$ cat config.mk
export PLATFORM = sky130hd
export DESIGN_NAME = i2c_master_slave_transaction_sequencer_top
export DESIGN_NICKNAME = d
export VERILOG_FILES = /design/src/hw/rtl/i2cms_pkg.sv /design/src/hw/rtl/i2cms_ram.sv /design/src/hw/rtl/i2cms_cfg.sv /design/src/hw/rtl/i2cms_seq.sv /design/src/hw/rtl/i2c_master_slave_transaction_sequencer_top.sv
export SDC_FILE = /design/constraint.sdc
export NUM_CORES = 2
export LEC_CHECK = 0
export BUFFER_PORTS_ARGS = -buffer_cell sky130_fd_sc_hd__buf_2
export CAP_MARGIN = 10
export CORE_MARGIN = 1.5
export CORE_UTILIZATION = 25
export CTS_BUF_LIST = sky130_fd_sc_hd__clkbuf_4
export CTS_CLUSTER_DIAMETER = 200
export CTS_CLUSTER_SIZE = 25
export DETAILED_ROUTE_END_ITERATION = 16
export MAX_ROUTING_LAYER = met4
export PLACE_DENSITY_LB_ADDON = 0.15
export SETUP_SLACK_MARGIN = 0.4
export SYNTH_ARGS = -nofsm -noshare
export SYNTH_HDL_FRONTEND = slang
export SYNTH_HIERARCHICAL = 1
export SYNTH_SLANG_ARGS = --single-unit
$ cat constraint.sdc
create_clock -name clk -period 18.8 [get_ports clk]
set_clock_uncertainty 0.1 [all_clocks]
set_input_delay 3.76 -clock clk [delete_from_list [all_inputs] [get_ports clk]]
set_output_delay 3.76 -clock clk [all_outputs]
set_load 0.005 [all_outputs]
$ cat src/hw/rtl/i2cms_pkg.sv
`timescale 1ns / 1ps
`default_nettype none

package i2cms_pkg;

  localparam int BUF_DEPTH_DEFAULT = 256;
  localparam int CFG_ADDR_W = 4;
  localparam int CFG_DATA_W = 32;

  localparam logic [1:0] REG_OWN_ADDRESS = 2'd0;
  localparam logic [1:0] REG_SLAVE_TX_LENGTH = 2'd1;
  localparam logic [1:0] REG_SLAVE_RX_LIMIT = 2'd2;

  typedef enum logic [1:0] {
    OP_LOAD         = 2'd0,
    OP_REQUEST      = 2'd1,
    OP_STATUS       = 2'd2,
    OP_SERVICE_DONE = 2'd3
  } op_t;

  typedef enum logic [2:0] {
    CMD_NONE  = 3'd0,
    CMD_START = 3'd1,
    CMD_DATA  = 3'd2,
    CMD_ACK   = 3'd3,
    CMD_NACK  = 3'd4,
    CMD_STOP  = 3'd5,
    CMD_IDLE  = 3'd6
  } cmd_t;

  typedef enum logic [1:0] {
    DONE_NONE  = 2'd0,
    DONE_WRITE = 2'd1,
    DONE_READ  = 2'd2,
    DONE_ERROR = 2'd3
  } done_t;

  typedef enum logic [2:0] {
    MODE_IDLE  = 3'd0,
    MODE_ERROR = 3'd1,
    MODE_MT    = 3'd2,
    MODE_MR    = 3'd3,
    MODE_ST    = 3'd4,
    MODE_SR    = 3'd5
  } mode_t;

  typedef enum logic [4:0] {
    STS_START                 = 5'd0,
    STS_REP_START             = 5'd1,
    STS_ARB_LOST              = 5'd2,
    STS_MT_SLA_ACK            = 5'd3,
    STS_MT_SLA_NACK           = 5'd4,
    STS_MT_DATA_ACK           = 5'd5,
    STS_MT_DATA_NACK          = 5'd6,
    STS_MR_SLA_ACK            = 5'd7,
    STS_MR_SLA_NACK           = 5'd8,
    STS_MR_DATA_ACK           = 5'd9,
    STS_MR_DATA_NACK          = 5'd10,
    STS_ST_SLA_ACK            = 5'd11,
    STS_ST_ARB_LOST_SLA_ACK   = 5'd12,
    STS_ST_DATA_ACK           = 5'd13,
    STS_ST_DATA_NACK          = 5'd14,
    STS_ST_LAST_DATA          = 5'd15,
    STS_SR_SLA_ACK            = 5'd16,
    STS_SR_ARB_LOST_SLA_ACK   = 5'd17,
    STS_SR_GCALL_ACK          = 5'd18,
    STS_SR_ARB_LOST_GCALL_ACK = 5'd19,
    STS_SR_DATA_ACK           = 5'd20,
    STS_SR_DATA_NACK          = 5'd21,
    STS_SR_GCALL_DATA_ACK     = 5'd22,
    STS_SR_GCALL_DATA_NACK    = 5'd23,
    STS_SR_STOP               = 5'd24,
    STS_NO_INFO               = 5'd25,
    STS_BUS_ERROR             = 5'd26
  } status_t;

  typedef struct packed {
    logic [7:0] own_address;
    logic [8:0] slave_tx_length;
    logic [8:0] slave_rx_limit;
  } cfg_t;

endpackage

`default_nettype wire

$ cat src/hw/rtl/i2cms_ram.sv
`timescale 1ns / 1ps
`default_nettype none

module i2cms_ram #(
  parameter int WIDTH = 8,
  parameter int DEPTH = 256,
  localparam int AW = $clog2(DEPTH)
) (
  input  wire logic             clk,
  input  wire logic             we,
  input  wire logic [AW-1:0]    waddr,
  input  wire logic [WIDTH-1:0] wdata,
  input  wire logic [AW-1:0]    raddr,
  output logic      [WIDTH-1:0] rdata
);

  logic [WIDTH-1:0] mem [DEPTH];

  always_ff @(posedge clk) begin
    if (we) begin
      mem[waddr] <= wdata;
    end
    rdata <= mem[raddr];
  end

endmodule

`default_nettype wire

$ cat src/hw/rtl/i2cms_cfg.sv
`timescale 1ns / 1ps
`default_nettype none

module i2cms_cfg
  import i2cms_pkg::*;
(
  input  wire logic                  clk,
  input  wire logic                  rst,
  input  wire logic                  psel,
  input  wire logic                  penable,
  input  wire logic                  pwrite,
  input  wire logic [CFG_ADDR_W-1:0] paddr,
  input  wire logic [CFG_DATA_W-1:0] pwdata,
  output logic      [CFG_DATA_W-1:0] prdata,
  output logic                       pready,
  output cfg_t                       cfg
);

  logic wr;

  assign pready = 1'b1;
  assign wr = psel && penable && pwrite && pready;

  always_ff @(posedge clk) begin
    if (rst) begin
      cfg <= '0;
    end else if (wr) begin
      case (paddr[3:2])
        REG_OWN_ADDRESS:     cfg.own_address <= pwdata[7:0];
        REG_SLAVE_TX_LENGTH: cfg.slave_tx_length <= pwdata[8:0];
        REG_SLAVE_RX_LIMIT:  cfg.slave_rx_limit <= pwdata[8:0];
        default: begin
        end
      endcase
    end
  end

  always_comb begin
    case (paddr[3:2])
      REG_OWN_ADDRESS:     prdata = CFG_DATA_W'(cfg.own_address);
      REG_SLAVE_TX_LENGTH: prdata = CFG_DATA_W'(cfg.slave_tx_length);
      REG_SLAVE_RX_LIMIT:  prdata = CFG_DATA_W'(cfg.slave_rx_limit);
      default:             prdata = '0;
    endcase
  end

endmodule

`default_nettype wire

$ cat src/hw/rtl/i2cms_seq.sv
`timescale 1ns / 1ps
`default_nettype none

module i2cms_seq
  import i2cms_pkg::*;
#(
  parameter int BUF_DEPTH = BUF_DEPTH_DEFAULT,
  localparam int AW = $clog2(BUF_DEPTH)
) (
  input  wire logic          clk,
  input  wire logic          rst,
  input  wire cfg_t          cfg,
  input  wire logic          start,
  output logic               busy,
  input  wire logic [1:0]    op,
  input  wire logic [4:0]    bus_status,
  input  wire logic [7:0]    received_byte,
  input  wire logic [7:0]    load_index,
  input  wire logic [7:0]    load_byte,
  input  wire logic [7:0]    target_address,
  input  wire logic [8:0]    transfer_length,
  output logic               ram_we,
  output logic      [AW-1:0] ram_waddr,
  output logic      [7:0]    ram_wdata,
  output logic      [AW-1:0] ram_raddr,
  input  wire logic [7:0]    ram_rdata,
  output logic               strobe,
  output logic      [2:0]    bus_command,
  output logic      [7:0]    send_byte,
  output logic               received_valid,
  output logic      [7:0]    received_data,
  output logic      [7:0]    received_index,
  output logic      [1:0]    done_event,
  output logic      [8:0]    byte_count,
  output logic               failed,
  output logic               busy_res
);

  localparam logic [8:0] LEN_MAX = (BUF_DEPTH > 511) ? 9'd511 : 9'(BUF_DEPTH);

  function automatic logic [8:0] clamp_len(input logic [8:0] v);
    clamp_len = (int'(v) > BUF_DEPTH) ? LEN_MAX : v;
  endfunction

  // item held for its processing cycle
  logic       pend;
  op_t        item_op;
  logic [4:0] item_status;
  logic [7:0] item_rx;
  logic [7:0] item_li;
  logic [7:0] item_lb;
  logic [7:0] item_ta;
  logic [8:0] item_tl;

  logic [8:0] position, position_next;
  logic [8:0] end_position, end_position_next;
  logic [8:0] transfer_count, transfer_count_next;
  mode_t      mode, mode_next;
  logic [7:0] request_address, request_address_next;
  logic       slave_enabled, slave_enabled_next;
  logic       error_flag, error_flag_next;

  cmd_t       cmd;
  done_t      done;
  logic [7:0] send;
  logic       rv;
  logic [7:0] rd;
  logic [7:0] ri;
  logic       avail;
  logic       slave_on;
  logic       accept;
  logic       st_sla_in;

  assign busy = pend;
  assign accept = start && !pend;
  // slave transmit address beats begin at entry zero
  assign st_sla_in = (op == OP_STATUS)
                  && (bus_status inside {STS_ST_SLA_ACK, STS_ST_ARB_LOST_SLA_ACK});
  assign ram_raddr = (accept && st_sla_in) ? '0 : AW'(position);
  assign ram_we = pend && (item_op == OP_LOAD) && (int'(item_li) < BUF_DEPTH);
  assign ram_waddr = AW'(item_li);
  assign ram_wdata = item_lb;

  assign avail = position < end_position;
  assign slave_on = (cfg.own_address != 8'd0) && slave_enabled;

  always_comb begin
    position_next = position;
    end_position_next = end_position;
    transfer_count_next = transfer_count;
    mode_next = mode;
    request_address_next = request_address;
    slave_enabled_next = slave_enabled;
    error_flag_next = error_flag;
    cmd = CMD_NONE;
    done = DONE_NONE;
    send = 8'd0;
    rv = 1'b0;
    rd = 8'd0;
    ri = 8'd0;
    case (item_op)
      OP_LOAD: begin
      end
      OP_REQUEST: begin
        request_address_next = item_ta;
        position_next = 9'd0;
        end_position_next = clamp_len(item_tl);
        transfer_count_next = 9'd0;
        mode_next = item_ta[0] ? MODE_MR : MODE_MT;
        error_flag_next = 1'b0;
        cmd = CMD_START;
      end
      OP_STATUS: begin
        case (status_t'(item_status))
          STS_START, STS_REP_START: begin
            send = request_address;
            cmd = CMD_DATA;
          end
          STS_ARB_LOST: begin
            cmd = CMD_IDLE;
            mode_next = MODE_ERROR;
            error_flag_next = 1'b1;
          end
          STS_MT_SLA_ACK, STS_MT_DATA_ACK: begin
            if (avail) begin
              send = ram_rdata;
              cmd = CMD_DATA;
              position_next = position + 9'd1;
              transfer_count_next = transfer_count + 9'd1;
            end else begin
              cmd = CMD_STOP;
              mode_next = MODE_IDLE;
              done = DONE_WRITE;
            end
          end
          STS_MT_DATA_NACK: begin
            cmd = CMD_STOP;
            mode_next = MODE_IDLE;
            done = DONE_WRITE;
          end
          STS_MT_SLA_NACK, STS_MR_SLA_NACK: begin
            cmd = CMD_STOP;
            mode_next = MODE_ERROR;
            error_flag_next = 1'b1;
            done = DONE_ERROR;
          end
          STS_MR_SLA_ACK: begin
            cmd = (({1'b0, position} + 10'd1) < {1'b0, end_position}) ? CMD_ACK : CMD_NACK;
          end
          STS_MR_DATA_ACK: begin
            if (avail) begin
              rv = 1'b1;
              rd = item_rx;
              ri = position[7:0];
              position_next = position + 9'd1;
              transfer_count_next = transfer_count + 9'd1;
            end
            cmd = (({1'b0, position_next} + 10'd1) < {1'b0, end_position})
                ? CMD_ACK : CMD_NACK;
          end
          STS_MR_DATA_NACK: begin
            if (avail) begin
              rv = 1'b1;
              rd = item_rx;
              ri = position[7:0];
              position_next = position + 9'd1;
              transfer_count_next = transfer_count + 9'd1;
            end
            cmd = CMD_STOP;
            mode_next = MODE_IDLE;
            done = DONE_READ;
          end
          STS_ST_SLA_ACK, STS_ST_ARB_LOST_SLA_ACK: begin
            if (!slave_on) begin
              cmd = CMD_IDLE;
            end else begin
              end_position_next = clamp_len(cfg.slave_tx_length);
              mode_next = MODE_ST;
              if (end_position_next != 9'd0) begin
                send = ram_rdata;
                cmd = CMD_ACK;
                position_next = 9'd1;
                transfer_count_next = 9'd1;
              end else begin
                cmd = CMD_NACK;
                position_next = 9'd0;
                transfer_count_next = 9'd0;
              end
            end
          end
          STS_ST_DATA_ACK: begin
            if (avail) begin
              send = ram_rdata;
              cmd = CMD_ACK;
              position_next = position + 9'd1;
              transfer_count_next = transfer_count + 9'd1;
            end else begin
              cmd = CMD_NACK;
            end
          end
          STS_ST_DATA_NACK, STS_ST_LAST_DATA: begin
            cmd = CMD_ACK;
            mode_next = MODE_IDLE;
          end
          STS_SR_SLA_ACK, STS_SR_ARB_LOST_SLA_ACK, STS_SR_GCALL_ACK,
          STS_SR_ARB_LOST_GCALL_ACK: begin
            if (!slave_on) begin
              cmd = CMD_IDLE;
            end else begin
              position_next = 9'd0;
              end_position_next = clamp_len(cfg.slave_rx_limit);
              transfer_count_next = 9'd0;
              mode_next = MODE_SR;
              cmd = CMD_ACK;
            end
          end
          STS_SR_DATA_ACK, STS_SR_GCALL_DATA_ACK: begin
            if (avail) begin
              rv = 1'b1;
              rd = item_rx;
              ri = position[7:0];
              position_next = position + 9'd1;
              transfer_count_next = transfer_count + 9'd1;
              cmd = CMD_ACK;
            end else begin
              cmd = CMD_NACK;
            end
          end
          STS_SR_DATA_NACK, STS_SR_GCALL_DATA_NACK: begin
            cmd = CMD_NACK;
          end
          STS_SR_STOP: begin
            cmd = CMD_STOP;
            mode_next = MODE_IDLE;
            done = DONE_WRITE;
            slave_enabled_next = 1'b0;
          end
          STS_NO_INFO: begin
            cmd = CMD_NONE;
          end
          STS_BUS_ERROR: begin
            cmd = CMD_STOP;
            mode_next = MODE_ERROR;
            error_flag_next = 1'b1;
          end
          default: begin
            cmd = CMD_IDLE;
          end
        endcase
      end
      OP_SERVICE_DONE: begin
        slave_enabled_next = 1'b1;
      end
      default: begin
      end
    endcase
  end

  always_ff @(posedge clk) begin
    if (rst) begin
      pend <= 1'b0;
      strobe <= 1'b0;
      position <= '0;
      end_position <= '0;
      transfer_count <= '0;
      mode <= MODE_IDLE;
      request_address <= '0;
      slave_enabled <= 1'b1;
      error_flag <= 1'b0;
    end else begin
      strobe <= pend;
      if (accept) begin
        pend <= 1'b1;
      end else if (pend) begin
        pend <= 1'b0;
      end
      if (pend) begin
        position <= position_next;
        end_position <= end_position_next;
        transfer_count <= transfer_count_next;
        mode <= mode_next;
        request_address <= request_address_next;
        slave_enabled <= slave_enabled_next;
        error_flag <= error_flag_next;
      end
    end
  end

  always_ff @(posedge clk) begin
    if (accept) begin
      item_op <= op_t'(op);
      item_status <= bus_status;
      item_rx <= received_byte;
      item_li <= load_index;
      item_lb <= load_byte;
      item_ta <= target_address;
      item_tl <= transfer_length;
    end
    if (pend) begin
      bus_command <= cmd;
      send_byte <= send;
      received_valid <= rv;
      received_data <= rd;
      received_index <= ri;
      done_event <= done;
      byte_count <= error_flag_next ? 9'd0 : transfer_count_next;
      failed <= error_flag_next;
      busy_res <= (mode_next inside {MODE_MT, MODE_MR, MODE_ST, MODE_SR});
    end
  end

  a_pos_in_range: assert property (@(posedge clk) disable iff (rst)
    position <= end_position)
    else $error("position beyond end of segment");

  a_one_beat: assert property (@(posedge clk) disable iff (rst)
    pend |=> (strobe && !pend))
    else $error("item did not complete in one processing cycle");

  a_state_hold: assert property (@(posedge clk) disable iff (rst)
    !pend |=> ($stable(mode) && $stable(position) && $stable(transfer_count)))
    else $error("state changed without an item in progress");

  a_failed_count: assert property (@(posedge clk) disable iff (rst)
    strobe |-> !(failed && (byte_count != 9'd0)))
    else $error("count reported on a failed transaction");

endmodule

`default_nettype wire

$ cat src/hw/rtl/i2c_master_slave_transaction_sequencer_top.sv
// pipeline: an accepted item is captured into the item registers, decided while
//   busy, and registered onto the result ports, marked by strobe for one cycle
// handshake: start is ignored while busy; busy is high for the cycle in which the
//   transmit memory read completes and the item is decided
// reset: synchronous, clears sequencer state, strobe and config; result ports and
//   transmit memory are not cleared; memory holds undefined bytes until loaded
`timescale 1ns / 1ps
`default_nettype none

module i2c_master_slave_transaction_sequencer_top
  import i2cms_pkg::*;
#(
  parameter int BUF_DEPTH = BUF_DEPTH_DEFAULT
) (
  input  wire logic                  clk,
  input  wire logic                  rst,
  input  wire logic                  start,
  output logic                       busy,
  input  wire logic [1:0]            op,
  input  wire logic [4:0]            bus_status,
  input  wire logic [7:0]            received_byte,
  input  wire logic [7:0]            load_index,
  input  wire logic [7:0]            load_byte,
  input  wire logic [7:0]            target_address,
  input  wire logic [8:0]            transfer_length,
  output logic                       strobe,
  output logic      [2:0]            bus_command,
  output logic      [7:0]            send_byte,
  output logic                       received_valid,
  output logic      [7:0]            received_data,
  output logic      [7:0]            received_index,
  output logic      [1:0]            done_event,
  output logic      [8:0]            byte_count,
  output logic                       failed,
  output logic                       busy_res,
  input  wire logic                  psel,
  input  wire logic                  penable,
  input  wire logic                  pwrite,
  input  wire logic [CFG_ADDR_W-1:0] paddr,
  input  wire logic [CFG_DATA_W-1:0] pwdata,
  output logic      [CFG_DATA_W-1:0] prdata,
  output logic                       pready
);

  localparam int AW = $clog2(BUF_DEPTH);

  cfg_t          cfg;
  logic          ram_we;
  logic [AW-1:0] ram_waddr;
  logic [7:0]    ram_wdata;
  logic [AW-1:0] ram_raddr;
  logic [7:0]    ram_rdata;

  i2cms_cfg u_cfg (
    .clk     (clk),
    .rst     (rst),
    .psel    (psel),
    .penable (penable),
    .pwrite  (pwrite),
    .paddr   (paddr),
    .pwdata  (pwdata),
    .prdata  (prdata),
    .pready  (pready),
    .cfg     (cfg)
  );

  i2cms_ram #(
    .WIDTH (8),
    .DEPTH (BUF_DEPTH)
  ) u_txmem (
    .clk   (clk),
    .we    (ram_we),
    .waddr (ram_waddr),
    .wdata (ram_wdata),
    .raddr (ram_raddr),
    .rdata (ram_rdata)
  );

  i2cms_seq #(
    .BUF_DEPTH (BUF_DEPTH)
  ) u_seq (
    .clk             (clk),
    .rst             (rst),
    .cfg             (cfg),
    .start           (start),
    .busy            (busy),
    .op              (op),
    .bus_status      (bus_status),
    .received_byte   (received_byte),
    .load_index      (load_index),
    .load_byte       (load_byte),
    .target_address  (target_address),
    .transfer_length (transfer_length),
    .ram_we          (ram_we),
    .ram_waddr       (ram_waddr),
    .ram_wdata       (ram_wdata),
    .ram_raddr       (ram_raddr),
    .ram_rdata       (ram_rdata),
    .strobe          (strobe),
    .bus_command     (bus_command),
    .send_byte       (send_byte),
    .received_valid  (received_valid),
    .received_data   (received_data),
    .received_index  (received_index),
    .done_event      (done_event),
    .byte_count      (byte_count),
    .failed          (failed),
    .busy_res        (busy_res)
  );

endmodule

`default_nettype wire
# Yosys cells after proc, flatten, opt, wreduce, memory -nomap -nowiden
# Memory sizes are Yosys's and may differ from the RTL's. A register that Yosys moved wholly into a read port is not among the register bits.
# Cells that the tools add are included.
[word_totals]
regBits = 157
latchBits = 0
ramBits = 2048
rom_bits = 0
in_bits = 90
out_inout_bits = 76
elab_cells = 175
memories = 1
[op_classes]
n_addsub = 4
n_mul = 0
n_div = 0
n_lt_le_gt_ge = 6
n_eq_ne = 43
shifts = 0
muxes = 51
bitwise = 0
reduce_logical = 42
[mem_list]
columns = ["memory", "depth", "word_bits", "rd", "rd_ports_with_merged_regs", "write_ports", "line", "source"]
rows = [
  ["u_txmem.mem", 256, 8, 1, 1, 1, "i2cms_ram.sv:17", "logic [WIDTH-1:0] mem [DEPTH];"],
]
[ops]
columns = ["cell", "count"]
rows = [
  ["$mux W9", 13],
  ["$pmux W9 S2", 4],
  ["$eq A5 B5 Y1 const B", 11],
  ["$pmux W9 S3", 2],
  ["$eq A5 B4 Y1 const B", 10],
  ["$pmux W9 S4", 1],
  ["$pmux W3 S11", 1],
  ["$mux W8", 4],
  ["$mux W3", 10],
  ["$gt A9 B9 Y1 const B", 3],
  ["$pmux W8 S3", 1],
  ["$add A9 B1 Y10 const B", 2],
  ["$eq A5 B3 Y1 const B", 4],
  ["$lt A10 B9 Y1", 2],
  ["$add A9 B1 Y9 const B", 2],
  ["$pmux W3 S5", 1],
  ["$reduce_or A2 Y1", 7],
  ["$pmux W3 S2", 2],
  ["$reduce_or A4 Y1", 3],
  ["$reduce_or A6 Y1", 2],
  ["$eq A5 B2 Y1 const B", 2],
  ["$reduce_and A2 Y1", 5],
  ["$reduce_and A5 Y1", 2],
  ["$lt A9 B9 Y1", 1],
  ["other kinds (24)", 51],
]

# Depth between registers and ports, before layout
[depth]
ltp_word = 9
ltp_mapped = 23
mapped_depth_nobuf = 21

# Cells and area by module
# The synthesis kept the hierarchy.
[modules_own_cells]
columns = ["module", "n_inst", "cells_per_inst", "area_each_um2", "seq_area_each_um2"]
rows = [
  ["i2cms_ram", 1, 3733, 79556.3, 61659.1],
  ["i2cms_seq", 1, 710, 7131.8, 3493.4],
  ["i2cms_cfg", 1, 154, 1496.4, 520.5],
]

# Worst setup path before layout
# OpenSTA, ideal clock, no wires.
[synth_path]
path_type = "input -> register"
startpoint = "input port start"
endpoint = "register u_txmem.rdata[0] (read register of u_txmem.mem)"
setup_ps = 131
t_arrival_ps = 8493
required_time_ps = 18569
setup_slack_ps = 10076
path_stages = 10
n_path_buf = 2
cell_sequence = "nor2b_1 -> nand3_1 -> and2_1 -> buf_6 -> buf_6 -> mux4_2 -> mux4_2 -> nor2b_1 -> nor4_1 -> nor4_2"
[synth_via]
elab_chain_len = 3
[synth_rtl]
columns = ["item", "line", "source"]
rows = [
  ["start: declaration", "i2c_master_slave_transaction_sequencer_top.sv:17", "input wire logic start,"],
  ["$logic_and A1 B1 Y1", "i2cms_seq.sv:75", "assign accept = start && !pend;"],
  ["$logic_and A1 B1 Y1", "i2cms_seq.sv:79", "assign ram_raddr = (accept && st_sla_in) ? '0 : AW'(position);"],
  ["$mux W8", "i2cms_seq.sv:79", ""],
  ["net ram_raddr[0]", "i2c_master_slave_transaction_sequencer_top.sv:51", "logic [AW-1:0] ram_raddr;"],
  ["end: declaration", "i2cms_ram.sv:14", "output logic [WIDTH-1:0] rdata"],
]
# The timed path passes the listed nets, and every way through them passes these cells.
# A chain may end at the register's enable or synchronous reset.

# Final worst setup path
[layout_path]
startpoint = "input port paddr[3]"
endpoint = "output port prdata[2]"
[layout_via]
elab_chain_len = 2
word_cells_on_any_way = 4
cone_classes = "2 x eq/ne; 1 x mux; 1 x reduce/logical"
[layout_rtl]
columns = ["item", "line", "source"]
rows = [
  ["start: declaration", "i2c_master_slave_transaction_sequencer_top.sv:39", "input wire logic [CFG_ADDR_W-1:0] paddr,"],
  ["$eq A2 B2 Y1 (tied with other cells)", "i2cms_cfg.sv:39", "case (paddr[3:2])"],
  ["$pmux W9 S3 (*)", "i2cms_cfg.sv:39", ""],
  ["end: declaration", "i2c_master_slave_transaction_sequencer_top.sv:41", "output logic [CFG_DATA_W-1:0] prdata,"],
]
# Every way passes the cells marked *; elsewhere a longest branch is shown, timed or not.

==> results.py <==
metrics = {
    "run_status": {
        "outcome": "finished, violations left",
        "failed_checks": "slew limit",
    },
    "timing": {
        "grt_setup_unrepaired": "no",
        "max_freq_mhz": 110,
        "finalSetupViolations": 0,
        "ratio_of_final_minimum_period_to_clock_period_pct": 48.2,
        "setup_total_negative_slack_ns": 0,
        "worst_pin_slew_ns": 1.69,
        "report.final.hold_viol_count": 0,
        "post-route-min-period_ns": 9.07,
        "max-slew-margin-rel_pct": -12.5,
        "maxSlewViolCount": 89,
    },
    "layout": {
        "post_route_cells_drive_above_1_share_pct": 18.8,
        "final_nets": 4755,
        "area_growth_syn_to_layout_pct": 7.62,
        "postLayoutCellArea_mm2": 0.0949,
    },
    "yosys": {
        "muxShareOfSynthArea_pct": 13.6,
        "synth_area_mm2": 0.0882,
        "synth_enable_flop_cells": 2137,
        "largest_family_of_logic_cells_by_synthesized_area": "multiplexers",
        "synth_flop_cell": "sky130_fd_sc_hd__edfxtp_1",
        "yosys.area_share.xor_xnor_pct": 0.219,
        "postSynthAreaPerCell_um2": 19.2,
        "syn_inst": 4597,
        "async_reset_ff_share_pct": 0,
        "synth.top_cells.by_area": "sky130_fd_sc_hd__edfxtp_1, sky130_fd_sc_hd__mux4_2, sky130_fd_sc_hd__mux2i_1, sky130_fd_sc_hd__dfxtp_1, sky130_fd_sc_hd__nor2_1",
        "yosysSeqAreaShare_pct": 74.5,
        "synth_top_cell_by_area": "sky130_fd_sc_hd__edfxtp_1",
        "synth_top_cell_area_share_pct": 72.8,
        "synth_compound_gate_area_share_pct": 4.67,
        "post_synthesis_share_of_cell_area_spent_on_and_or_nand_and_nor_gates_pct": 4.35,
        "yosys_warnings": 6,
        "postSynthRegisterBits": 2212,
        "synth-adder-area-share_pct": 0.440,
        "count_of_distinct_cell_types_in_the_synthesized_netlist": 93,
    },
    "global_route": {
        "number_of_antenna_violations_at_the_first_check_in_global_routing": 24,
        "gr-total-overflow": 0,
        "grt_max_degree": 206,
        "grtUsageTotal_pct": 14.4,
        "first_global_vias": 44300,
        "grt_pass1_wl_mm": 355,
    },
    "floorplan": {
        "design.core.area_mm2": 0.350,
        "die-area_mm2": 0.356,
        "floorplan.initialDensity_pct": 25.2,
        "die_outline_width_um": 597,
        "number_of_rows_created_at_floorplan": 217,
        "die_h_um": 597,
        "io_pins": 166,
    },
    "placed_design": {
        "gp_congestion": 0.778,
        "place_area_mm2": 0.0938,
        "portBuffers": 116,
        "detailed_place_hpwl_mm": 154,
    },
    "drt": {
        "final_antenna_net_count": 0,
        "routedLengthMet1_mm": 119,
        "dr_wl_met2_mm": 119,
        "top_layer_used": "met4",
        "drcViolationCount": 0,
        "overall_routed_net_length_mm": 254,
        "detailroute.via_count": 43600,
        "drt_first_iter_violations": 4368,
        "routed_wire_length_per_instance_um": 27.4,
        "avg_vias_per_cell": 4.70,
        "drt_first_pass_iters": 5,
        "wl_met3_mm": 11.7,
    },
    "setup_path": {
        "critical_path_peak_fanout": 13,
        "arrival_ns": 5.21,
        "timing.critical_path.required_ns": 14.94,
        "timing_worst_setup_path_type": "in2out",
        "critical_path.endpoint_type": "primary output",
        "worst_setup_path_start_kind": "input pin",
    },
    "clock_network": {
        "cts-hold-fix-buffers": 0,
        "cts_htree_levels": 3,
        "clkSlewWorstSetupHoldPaths_ns": 0.27,
        "clock_buffers_created_by_tritoncts": 98,
        "ctsRootBufferMaster": "sky130_fd_sc_hd__clkbuf_4",
        "clock_tree_from_tritoncts": "built",
        "ctsLongestPathBuffers": 3,
        "post_cts_resize_count": 0,
        "cts.sinks": 2212,
        "clock_insertion_delay_worst_skew_ns": 1.30,
        "cts_setup_buffers": 0,
    },
    "power": {
        "peakVddDrop_uv": 59.8,
        "power_density_normalized_to_cell_area_mw_per_mm2": 78.1,
        "leakage_dissipation_nw": 26.9,
        "total_power_mw": 7.41,
    },
    "hold_path": {
        "timing.hold.worst.class": "reg2reg",
    },
    "run": {
        "timing.max_cap.violations": 0,
    },
}
-- per-layer routing --
| metal | up-vias | global-route usage [%] |
|---|---|---|
| met2 | 1016 | 22.6 |
| met5 | - | - |
| li1 | 18700 | - |
| met1 | 23700 | 20.2 |
| met4 | 0 | 2.43 |
| met3 | 168 | 1.85 |
-- placed cells by master, fill, tap and decap left out, types with 15 or more instances in the layout --
| cell | count |
|---|---|
| sky130_fd_sc_hd__edfxtp_1 | 2137 |
| sky130_fd_sc_hd__mux4_2 | 454 |
| sky130_fd_sc_hd__nor2_1 | 330 |
| sky130_fd_sc_hd__mux2i_1 | 172 |
| sky130_fd_sc_hd__a22oi_1 | 150 |
| sky130_fd_sc_hd__a21oi_1 | 132 |
| sky130_fd_sc_hd__clkbuf_4 | 123 |
| sky130_fd_sc_hd__buf_2 | 116 |
| sky130_fd_sc_hd__nand2_1 | 108 |
| sky130_fd_sc_hd__buf_4 | 96 |
| sky130_fd_sc_hd__dfxtp_1 | 74 |
| sky130_fd_sc_hd__o21ai_0 | 47 |
| sky130_fd_sc_hd__nand3_1 | 46 |
| sky130_fd_sc_hd__o221ai_1 | 46 |
| sky130_fd_sc_hd__nor2b_1 | 41 |
| sky130_fd_sc_hd__nand2b_1 | 34 |
| sky130_fd_sc_hd__o22ai_1 | 31 |
| sky130_fd_sc_hd__ha_1 | 31 |
| sky130_fd_sc_hd__nor3_1 | 29 |
| sky130_fd_sc_hd__and2_1 | 27 |
| sky130_fd_sc_hd__nor4_1 | 26 |
| sky130_fd_sc_hd__a211oi_1 | 25 |
| sky130_fd_sc_hd__conb_1 | 24 |
| sky130_fd_sc_hd__o21ai_1 | 23 |
| sky130_fd_sc_hd__nor3b_1 | 22 |
| sky130_fd_sc_hd__inv_1 | 20 |
| sky130_fd_sc_hd__a22o_1 | 16 |
| sky130_fd_sc_hd__or2b_2 | 15 |
-- state kept, by name, indices dropped and copies added (netlist names), 9 cells and up --
register	cells
u_seq/transfer_count	9
u_seq/position	9
u_seq/byte_count	9
u_seq/end_position	9
u_cfg/cfg	26
u_seq/item_tl	9
u_txmem/mem	2048
-- kinds of logic (layout without fill, tap and decap cells) --
| group | after synthesis | count (layout) |
|---|---|---|
| flip-flops | 2212 | 2212 |
| AND/OR/NAND/NOR | 776 | 776 |
| multiplexers | 630 | 630 |
| XOR/XNOR | 22 | 22 |
| buffers and inverters | 331 | 377 |
| other | 2 | 37 |
| adder cells (fa/ha/maj) | 31 | 31 |
| AO/OA/AOI/OAI | 593 | 593 |
-- area by class of cell --
type / instances / area [µm²]
Antenna cell: 13 / 32.5
Clock buffer: 123 / 923
Clock inverter: 8 / 114
Fill cell: 35000 / 255000
Inverter: 21 / 78.8
Multi-Input combinational cell: 2076 / 20800
Sequential cell: 2212 / 65700
Tap cell: 4599 / 5750
Timing Repair Buffer: 225 / 1560
-- stage by stage --
stage,util (%),setup slack (ns),instances,hold WS [ns]
2_1_floorplan,-,10.08,4619,0.337
3_3_place_gp,26.8,8.43,9133,0.351
3_5_place_dp,26.8,8.41,9133,0.354
4_1_cts,27.1,9.75,9264,0.387
5_1_grt,27.1,9.57,9277,0.412
6_report,27.1,9.73,9277,0.385
-- cell usage after synthesis, types with 11 or more instances --
cell type	count
sky130_fd_sc_hd__o221ai_1	46
sky130_fd_sc_hd__buf_1	26
sky130_fd_sc_hd__ha_1	31
sky130_fd_sc_hd__o21ai_1	23
sky130_fd_sc_hd__dfxtp_1	75
sky130_fd_sc_hd__buf_6	23
sky130_fd_sc_hd__a311oi_1	13
sky130_fd_sc_hd__nor4_1	28
sky130_fd_sc_hd__buf_4	54
sky130_fd_sc_hd__nand2_1	108
sky130_fd_sc_hd__or2b_2	15
sky130_fd_sc_hd__a31oi_1	14
sky130_fd_sc_hd__nor3_1	30
sky130_fd_sc_hd__xnor2_1	11
sky130_fd_sc_hd__o211ai_1	12
sky130_fd_sc_hd__nand2b_1	34
sky130_fd_sc_hd__nor3b_1	24
sky130_fd_sc_hd__nor2_1	333
sky130_fd_sc_hd__mux4_2	454
sky130_fd_sc_hd__buf_8	13
sky130_fd_sc_hd__nor2b_1	45
sky130_fd_sc_hd__inv_1	20
sky130_fd_sc_hd__a22o_1	16
sky130_fd_sc_hd__a221oi_1	14
sky130_fd_sc_hd__and2_1	34
sky130_fd_sc_hd__buf_2	46
sky130_fd_sc_hd__mux2i_1	172
sky130_fd_sc_hd__edfxtp_1	2137
sky130_fd_sc_hd__clkbuf_1	139
sky130_fd_sc_hd__nand3_1	52
sky130_fd_sc_hd__a22oi_1	150
sky130_fd_sc_hd__nand4_1	14
sky130_fd_sc_hd__and3_1	13
sky130_fd_sc_hd__o22ai_1	31
sky130_fd_sc_hd__xor2_1	11
sky130_fd_sc_hd__a21oi_1	132
sky130_fd_sc_hd__o21ai_0	47
sky130_fd_sc_hd__a211oi_1	25
-- report_power, final --
group	switching (mW)	internal [mW]
clock	1.44	0.328
sequential	0.0127	5.42
combinational	0.169	0.0457
-- critical path, stage by stage --
cell and delay (ns):
sky130_fd_sc_hd__buf_2 0.23, sky130_fd_sc_hd__nor2b_1 0.75, sky130_fd_sc_hd__nand2_1 0.11, sky130_fd_sc_hd__o21ai_0 0.17
sky130_fd_sc_hd__buf_2 0.18
-- worst paths after layout --
kind / start / to / slack, ns / depth (start not counted)
setup / recovery: paddr[3] / prdata[2] / 9.73 / 5
hold reg to reg: u_seq/request_address[0]$_SDFFE_PP0P_ / u_seq/request_address[0]$_SDFFE_PP0P_ / 0.38 / 2
setup reg to reg: u_seq/busy$_SDFF_PP0_ / u_txmem/rdata[5]$_DFF_P_ / 12.19 / 12
hold / removal: u_seq/request_address[0]$_SDFFE_PP0P_ / u_seq/request_address[0]$_SDFFE_PP0P_ / 0.38 / 2
(Power assumes the default switching activity.)
